### src/hash_chain_anchor_sealer_core_macros.svh
// Assertion macros for the hash chain anchor sealer.
// Included by the top level; no other dependencies.
`ifndef HASH_CHAIN_ANCHOR_SEALER_CORE_MACROS_SVH
`define HASH_CHAIN_ANCHOR_SEALER_CORE_MACROS_SVH

// same-cycle implication
`define HCAS_ASSERT_IMP(label, clk, rst_n, ante, cons, msg) \
	label: assert property (@(posedge clk) disable iff (!(rst_n)) (ante) |-> (cons)) \
		else $error(msg);

// next-cycle implication
`define HCAS_ASSERT_NXT(label, clk, rst_n, ante, cons, msg) \
	label: assert property (@(posedge clk) disable iff (!(rst_n)) (ante) |=> (cons)) \
		else $error(msg);

`endif

### src/hcas_pkg.sv
// Shared constants, types and helpers for the hash chain anchor sealer.
// No dependencies.
package hcas_pkg;

	localparam logic [63:0] FNV_BASIS  = 64'hcbf29ce484222325;
	localparam logic [8:0]  FNV_PRIME_LO = 9'h1b3;   // prime = 2^40 + 0x1b3
	localparam int unsigned FNV_PRIME_SHIFT = 40;
	localparam logic [63:0] GOLDEN_ADD = 64'h9e3779b97f4a7c15;
	localparam logic [63:0] MIX_MUL_A  = 64'hbf58476d1ce4e5b9;
	localparam logic [63:0] MIX_MUL_B  = 64'h94d049bb133111eb;

	localparam logic [1:0] STG_INPUT   = 2'd0;
	localparam logic [1:0] STG_OUTPUT  = 2'd1;
	localparam logic [1:0] STG_CONTEXT = 2'd2;
	localparam logic [1:0] STG_UNUSED  = 2'd3;

	typedef struct packed {
		logic busy;
		logic done;
	} mul_sts_t;

	function automatic logic [63:0] fnv_step(input logic [63:0] h, input logic [7:0] b);
		logic [63:0] x;
		begin
			x = h ^ {56'd0, b};
			fnv_step = (x << FNV_PRIME_SHIFT) + x * {55'd0, FNV_PRIME_LO};
		end
	endfunction

endpackage

### src/hcas_mul64.sv
// Iterative 64x64 multiplier keeping the low 64 bits, one 32x32 product per cycle.
// Depends on hcas_pkg.
module hcas_mul64 import hcas_pkg::*; (
	input  logic        clk,
	input  logic        arst_n,
	input  logic        start,
	input  logic [63:0] op_a,
	input  logic [63:0] op_b,
	output mul_sts_t    sts,
	output logic [63:0] prod
);

	logic [63:0] a_q, b_q, acc_q;
	logic [1:0]  step_q;
	logic        busy_q, done_q;
	logic [31:0] a_sel, b_sel;
	logic [63:0] pr;

	// step 0: lo*lo, step 1: alo*bhi, step 2: ahi*blo
	always_comb begin
		a_sel = (step_q == 2'd2) ? a_q[63:32] : a_q[31:0];
		b_sel = (step_q == 2'd1) ? b_q[63:32] : b_q[31:0];
	end

	assign pr = 64'(a_sel) * 64'(b_sel);

	always_ff @(posedge clk or negedge arst_n) begin
		if (!arst_n) begin
			busy_q <= 1'b0;
			done_q <= 1'b0;
			step_q <= 2'd0;
		end else begin
			done_q <= 1'b0;
			if (start) begin
				busy_q <= 1'b1;
				step_q <= 2'd0;
			end else if (busy_q) begin
				if (step_q == 2'd2) begin
					busy_q <= 1'b0;
					done_q <= 1'b1;
					step_q <= 2'd0;
				end else begin
					step_q <= step_q + 2'd1;
				end
			end
		end
	end

	always_ff @(posedge clk) begin
		if (start) begin
			a_q <= op_a;
			b_q <= op_b;
		end
		if (busy_q) begin
			if (step_q == 2'd0)
				acc_q <= pr;
			else
				acc_q <= acc_q + {pr[31:0], 32'd0};
		end
	end

	assign sts.busy = busy_q;
	assign sts.done = done_q;
	assign prod     = acc_q;

endmodule

### src/hash_chain_anchor_sealer_core.sv
// Top level of the hash chain anchor sealer: FNV-1a 64 per vector, chained anchor fold.
// Depends on hcas_pkg, hcas_mul64 and hash_chain_anchor_sealer_core_macros.svh.
//
// Usage: bytes arrive on the in channel (data_byte, byte_present, vector_end),
// three vectors per record: input, output, context. byte_present 0 with
// vector_end 1 closes a vector without adding a byte. One transaction per
// record leaves on the out channel when the context vector closes: new anchor
// plus the three hashes. An item that does not close a vector leaves the
// input ready. An item that closes a vector holds off input while the fold
// runs through steps PRE, MA, XA, MB and FIN: two 64-bit multiplies through
// one shared 32x32 multiplier, three products and a done strobe each.
// Output is a register: the next record's bytes are taken while a result waits.
// A stalled receiver only holds the block when the next record would close;
// it then waits in the final step until the pending result is taken.
// Reset: chained anchor 0, running hash at the offset basis, first vector open.
`include "hash_chain_anchor_sealer_core_macros.svh"
module hash_chain_anchor_sealer_core import hcas_pkg::*; (
	input  logic        clk,
	input  logic        arst_n,
	input  logic        in_valid,
	output logic        in_ready,
	input  logic [7:0]  data_byte,
	input  logic        byte_present,
	input  logic        vector_end,
	output logic        out_valid,
	input  logic        out_ready,
	output logic [63:0] anchor,
	output logic [63:0] input_hash,
	output logic [63:0] output_hash,
	output logic [63:0] context_hash
);

	typedef enum logic [5:0] {
		ST_IDLE = 6'b000001,
		ST_PRE  = 6'b000010,
		ST_MA   = 6'b000100,
		ST_XA   = 6'b001000,
		ST_MB   = 6'b010000,
		ST_FIN  = 6'b100000
	} state_t;

	state_t      state_q;
	logic [63:0] run_q, h_q, chain_q, partial_q, first_q, second_q;
	logic [1:0]  stage_q;
	logic        out_valid_q;
	logic [63:0] anchor_q, in_h_q, out_h_q, ctx_h_q;

	logic        in_fire, out_hold, fin_go, seal_go;
	logic [63:0] run_nxt, base, z_sum, z_pre, x_a, fold_res;
	logic        mul_start;
	logic [63:0] mul_a, mul_b, mul_p;
	mul_sts_t    mul_sts;

	assign in_ready = (state_q == ST_IDLE);
	assign in_fire  = in_valid && in_ready;
	assign out_hold = out_valid_q && !out_ready;
	assign run_nxt  = byte_present ? fnv_step(run_q, data_byte) : run_q;

	always_comb begin
		base  = (stage_q == STG_OUTPUT || stage_q == STG_CONTEXT) ? partial_q : chain_q;
		z_sum = base + GOLDEN_ADD + (h_q << 6) + (h_q >> 2);
		z_pre = z_sum ^ (z_sum >> 30);
	end

	assign x_a      = mul_p ^ (mul_p >> 27);
	assign fold_res = mul_p ^ (mul_p >> 31);

	assign mul_start = (state_q == ST_PRE) || (state_q == ST_XA);
	assign mul_a     = (state_q == ST_PRE) ? z_pre : x_a;
	assign mul_b     = (state_q == ST_PRE) ? MIX_MUL_A : MIX_MUL_B;
	assign fin_go    = !(stage_q == STG_CONTEXT && out_hold);
	assign seal_go   = (state_q == ST_FIN) && fin_go && (stage_q == STG_CONTEXT);

	hcas_mul64 u_mul (
		.clk    (clk),
		.arst_n (arst_n),
		.start  (mul_start),
		.op_a   (mul_a),
		.op_b   (mul_b),
		.sts    (mul_sts),
		.prod   (mul_p)
	);

	always_ff @(posedge clk or negedge arst_n) begin
		if (!arst_n) begin
			state_q     <= ST_IDLE;
			run_q       <= FNV_BASIS;
			chain_q     <= 64'd0;
			partial_q   <= 64'd0;
			stage_q     <= STG_INPUT;
			first_q     <= 64'd0;
			second_q    <= 64'd0;
			out_valid_q <= 1'b0;
		end else begin
			if (seal_go)
				out_valid_q <= 1'b1;
			else if (out_ready)
				out_valid_q <= 1'b0;
			unique case (state_q)
				ST_IDLE: begin
					if (in_fire) begin
						if (vector_end) begin
							run_q   <= FNV_BASIS;
							state_q <= ST_PRE;
						end else begin
							run_q <= run_nxt;
						end
					end
				end
				ST_PRE: state_q <= ST_MA;
				ST_MA:  if (mul_sts.done) state_q <= ST_XA;
				ST_XA:  state_q <= ST_MB;
				ST_MB:  if (mul_sts.done) state_q <= ST_FIN;
				ST_FIN: begin
					if (fin_go) begin
						state_q <= ST_IDLE;
						unique case (stage_q)
							STG_OUTPUT: begin
								partial_q <= fold_res;
								second_q  <= h_q;
								stage_q   <= STG_CONTEXT;
							end
							STG_CONTEXT: begin
								chain_q   <= fold_res;
								partial_q <= fold_res;
								stage_q   <= STG_INPUT;
							end
							default: begin
								partial_q <= fold_res;
								first_q   <= h_q;
								stage_q   <= STG_OUTPUT;
							end
						endcase
					end
				end
				default: state_q <= ST_IDLE;
			endcase
		end
	end

	always_ff @(posedge clk) begin
		if (in_fire && vector_end)
			h_q <= run_nxt;
		if (seal_go) begin
			anchor_q <= fold_res;
			in_h_q   <= first_q;
			out_h_q  <= second_q;
			ctx_h_q  <= h_q;
		end
	end

	assign out_valid    = out_valid_q;
	assign anchor       = anchor_q;
	assign input_hash   = in_h_q;
	assign output_hash  = out_h_q;
	assign context_hash = ctx_h_q;

	`HCAS_ASSERT_IMP(a_ready_mul_idle, clk, arst_n, in_ready, !mul_sts.busy && !mul_sts.done, "input ready while multiplier active")
	`HCAS_ASSERT_IMP(a_done_in_wait, clk, arst_n, mul_sts.done, state_q == ST_MA || state_q == ST_MB, "multiplier done outside a wait step")
	`HCAS_ASSERT_IMP(a_stage_legal, clk, arst_n, 1'b1, stage_q != STG_UNUSED, "unused vector stage code")
	`HCAS_ASSERT_NXT(a_result_loads, clk, arst_n, seal_go, out_valid && anchor == chain_q, "sealed record not presented")

endmodule

### config.mk
export PLATFORM = sky130hd
export DESIGN_NAME = hash_chain_anchor_sealer_core
export DESIGN_NICKNAME = d
export VERILOG_FILES = /design/src/hcas_pkg.sv /design/src/hcas_mul64.sv /design/src/hash_chain_anchor_sealer_core.sv
export VERILOG_INCLUDE_DIRS = /design/src /design/src/src
export SDC_FILE = /design/constraint.sdc
export NUM_CORES = 2
export LEC_CHECK = 0
export ABC_AREA = 1
export BUFFER_PORTS_ARGS = -buffer_cell sky130_fd_sc_hd__buf_2
export CORE_MARGIN = 2
export CORE_UTILIZATION = 65
export DETAILED_ROUTE_END_ITERATION = 10
export PLACE_DENSITY = 0.84
export REMOVE_ABC_BUFFERS = 1
export SYNTH_ARGS = -nofsm -noshare
export SYNTH_HDL_FRONTEND = slang
export SYNTH_SLANG_ARGS = --single-unit
### constraint.sdc
create_clock -name clk -period 10.8 [get_ports clk]
set_input_delay 1.62 -clock clk [delete_from_list [all_inputs] [get_ports clk]]
set_output_delay 1.62 -clock clk [all_outputs]
set_load 0.01 [all_outputs]
==> results by group <==
Drt
  • Drt pass-1 iters: 10
  • Final antenna-violating net count: 0
  • Routed WL: 317500 um
  • Via count of the routed design: 71486
  • DR vias/cell: 6.069
  • Residual DRC: 0
  • Per-cell routed wire length: 26.95 um
  • Initial DRC Count: 11040

Placed design
  • Post-DP HPWL: 265200 um
  • Routability cong.: 1.212
  • Setup WS pre-CTS: 0.02474 ns
  • Placed cell count: 11620
  • Port buffer count: 271

Critical path
  • Reg-to-reg endpoint: u_mul.prod[58]
  • Crit-path max cell delay: 0.87 ns
  • Critical Path RT: 11.27 ns
  • R2R Setup Slk: 0.58 ns
  • Crit start category: flip-flop
  • WS Path Type: flip-flop to flip-flop
  • Critical Path End: u_mul.prod[58]
  • CP Max Fanout: 30
  • Worst path slowest cell: nor2_1
  • Setup crit start: u_mul.b_q[59]
  • Worst r2r src: u_mul.b_q[59]
  • Crit path capture type: flip-flop
  • Reg2reg path depth: 38
  • CP Data Arrival Time: 10.69 ns
  • CP dominant cell by count: nand2_1

CTS
  • Setup Buffers After CTS: 0
  • Post-cts resize count: 1
  • Cts hold-fix bufs: 0
  • Clock transition at path regs: 0.09 ns
  • Worst-case clock buffer depth: 3
  • H-tree level count: 3
  • Clk sink count: 783
  • CTS tree: built
  • Root buffer cell: clkbuf_16
  • Clk_lat worst skew: 0.74 ns
  • CTS Buf Count: 82

Synthesis
  • Post-synth EDFFs: 450
  • Flops & latches, synth: 783
  • Post-Syn Instances: 9765
  • Post-synth top area cell: fa_1
  • Yosys warns: 0
  • Main synth FF type: edfxtp_1
  • Post-synth top area share: 0.2732
  • Post-synth ARST share: 0.4253
  • Seq/Total Area, Yosys: 0.2631
  • Syn avg cell area: 8.517 um^2
  • Synth Cell Area: 0.08317 mm^2
  • Cell variety after synth: 48
  • Synth top area cells: fa_1 27%, edfxtp_1 16%, inv_1 11%

Flow run
  • MaxCap Viol Count: 0

Floorplan
  • Core Area: 0.1272 mm^2
  • Full die area: 0.1308 mm^2
  • Top-level I/O count: 272
  • Die Ht: 361.7 um
  • Initial Utilization: 0.6539
  • Die Width: 361.7 um
  • Site row count: 131

Global route
  • Number of global-route vias before repair: 71152
  • Total track usage: 0.4903
  • First-pass GRT wire length: 463200 um
  • Initial antenna violation count: 12
  • Largest net degree at the start of global routing: 177
  • GR Overflow Total: 0

Hold path
  • Hold/Removal Path Class: flip-flop to flip-flop

Layout
  • Fin nets: 11850
  • Non-filler instance count after layout: 11779
  • Ratio of cells with drive above 1 in the final layout: 0.06250
  • Area added between synthesis and finish: 7.692%

STA
  • Minimum clock period: 10.22 ns
  • Final Hold Vio Count: 0
  • # setup viols final: 0
  • Final worst slack: 0.5808 ns
  • Period utilization: 0.9462
  • Worst slew margin: 0.2214
  • Pin slew with the least headroom to its limit: 1.168 ns
  • Setup TNS Final: 0 ns
  • F_max: 0.09786 GHz
  • Clock Skews: 0.06897 ns
  • Setup repair after global routing missed its margin: false
  • Final max-slew violation count: 0

Run status
  • Outcome: completed
[worst min path at each step]
stage	from	slack, ns	to	cells after the start
floorplan	first_q[0]	0.43	input_hash[0]	0
detailed placement	second_q[54]	0.43	output_hash[54]	0
global route	second_q[30]	0.45	output_hash[30]	0
global placement	second_q[4]	0.43	output_hash[4]	0
finish	second_q[44]	0.43	output_hash[44]	0
CTS	second_q[44]	0.44	output_hash[44]	0
[metrics by stage]
step                      utilization  hold slack [ns]  instance area (um^2)
final                          0.7042           0.4347                 89570
after global routing           0.7041           0.4512                 89560
after detailed placement       0.6818           0.4314                 86720
after floorplan                     -           0.4253                 82340
after CTS                      0.7036           0.4407                 89490
after global placement         0.6818           0.4306                 86720
[flip-flops by register name, indices dropped and copies added, names as in the netlist]
name          flops
output_hash      64
stage_q           2
u_mul.b_q         2
chain_q          64
first_q          64
u_mul.a_q        64
partial_q        64
u_mul.busy_q      1
second_q         64
u_mul.done_q      1
state_q           6
u_mul.step_q      2
input_hash       64
h_q              64
anchor           64
u_mul.prod       64
context_hash     64
run_q            64
out_valid         1
[final cells by class]
cell class                      instances  area (um^2)
Inverter                             2356         8847
Antenna cell                            5        12.51
Clock buffer                          105         2188
Tap cell                             1662         2079
Timing Repair Buffer                  386         2255
Sequential cell                       783        21880
Fill cell                            9822        37630
Clock inverter                         49        580.6
Multi-Input combinational cell       6433        51720
[cell usage after synthesis (122+ instances only)]
master / n
edfxtp_1: 450
fa_1: 1135
inv_1: 2340
nand2_1: 2259
o21ai_0: 490
nand3_1: 374
ha_1: 659
xor2_1: 122
a21oi_1: 233
nor2_1: 772
clkbuf_1: 125
dfrtp_1: 304
[critical path: cells and delay by family, from the launching register on]
| kind | cells | cell delay, ns |
|---|---|---|
| adders and majority gates | 10 | 4.37 |
| and+or+nand+nor | 17 | 3.15 |
| buffers and inverters | 8 | 0.96 |
| DFF | 1 | 0.65 |
| xor gates and xnor gates | 1 | 0.51 |
| AOI/OAI and AO/OA | 2 | 0.32 |
[layer usage]
metal / share of wire / track usage
met2: 0.41 / 0.6907
met1: 0.37 / 0.6636
met5: 0.0011 / 0.01147
met3: 0.16 / 0.1893
met4: 0.066 / 0.2428
[placed cells by master (no fill, tap or decap), types with 6 or more instances in the layout]
| master | synthesis | final |
|---|---|---|
| inv_1 | 2340 | 2338 |
| nand2_1 | 2259 | 2256 |
| fa_1 | 1135 | 1135 |
| nor2_1 | 772 | 767 |
| ha_1 | 659 | 658 |
| o21ai_0 | 490 | 480 |
| edfxtp_1 | 450 | 450 |
| nand3_1 | 374 | 374 |
| dfrtp_1 | 304 | 304 |
| buf_2 | 51 | 270 |
| a21oi_1 | 233 | 233 |
| xor2_1 | 122 | 122 |
| buf_4 | 4 | 113 |
| clkbuf_16 | 0 | 82 |
| xnor2_1 | 60 | 60 |
| nor3_1 | 49 | 48 |
| nand4_1 | 46 | 46 |
| o21ai_1 | 30 | 36 |
| or2_2 | 33 | 33 |
| nand3b_1 | 32 | 32 |
| dfstp_2 | 29 | 29 |
| o21bai_1 | 24 | 24 |
| a21boi_0 | 22 | 22 |
| clkinv_2 | 1 | 19 |
| clkbuf_1 | 125 | 18 |
| inv_2 | 14 | 14 |
| o21a_1 | 11 | 11 |
| and2_1 | 11 | 11 |
| a31oi_1 | 10 | 10 |
| o21ai_2 | 10 | 9 |
| nor2_2 | 5 | 9 |
| a21o_1 | 9 | 9 |
| clkinv_1 | 1 | 8 |
| o22ai_1 | 7 | 7 |
| bufinv_16 | 0 | 6 |
[kinds of logic after synthesis]
| family | Yosys count | synth area share |
|---|---|---|
| xor+xnor | 182 | 0.01917 |
| buf+inv | 2549 | 0.1163 |
| fa+ha+maj | 1794 | 0.3723 |
| compound gates | 857 | 0.05475 |
| flops | 783 | 0.2631 |
| simple gates | 3600 | 0.1744 |
Power is left out: the tool's default activity adds up to more than one toggle a clock period on the data nets, which glitch-free logic cannot reach.
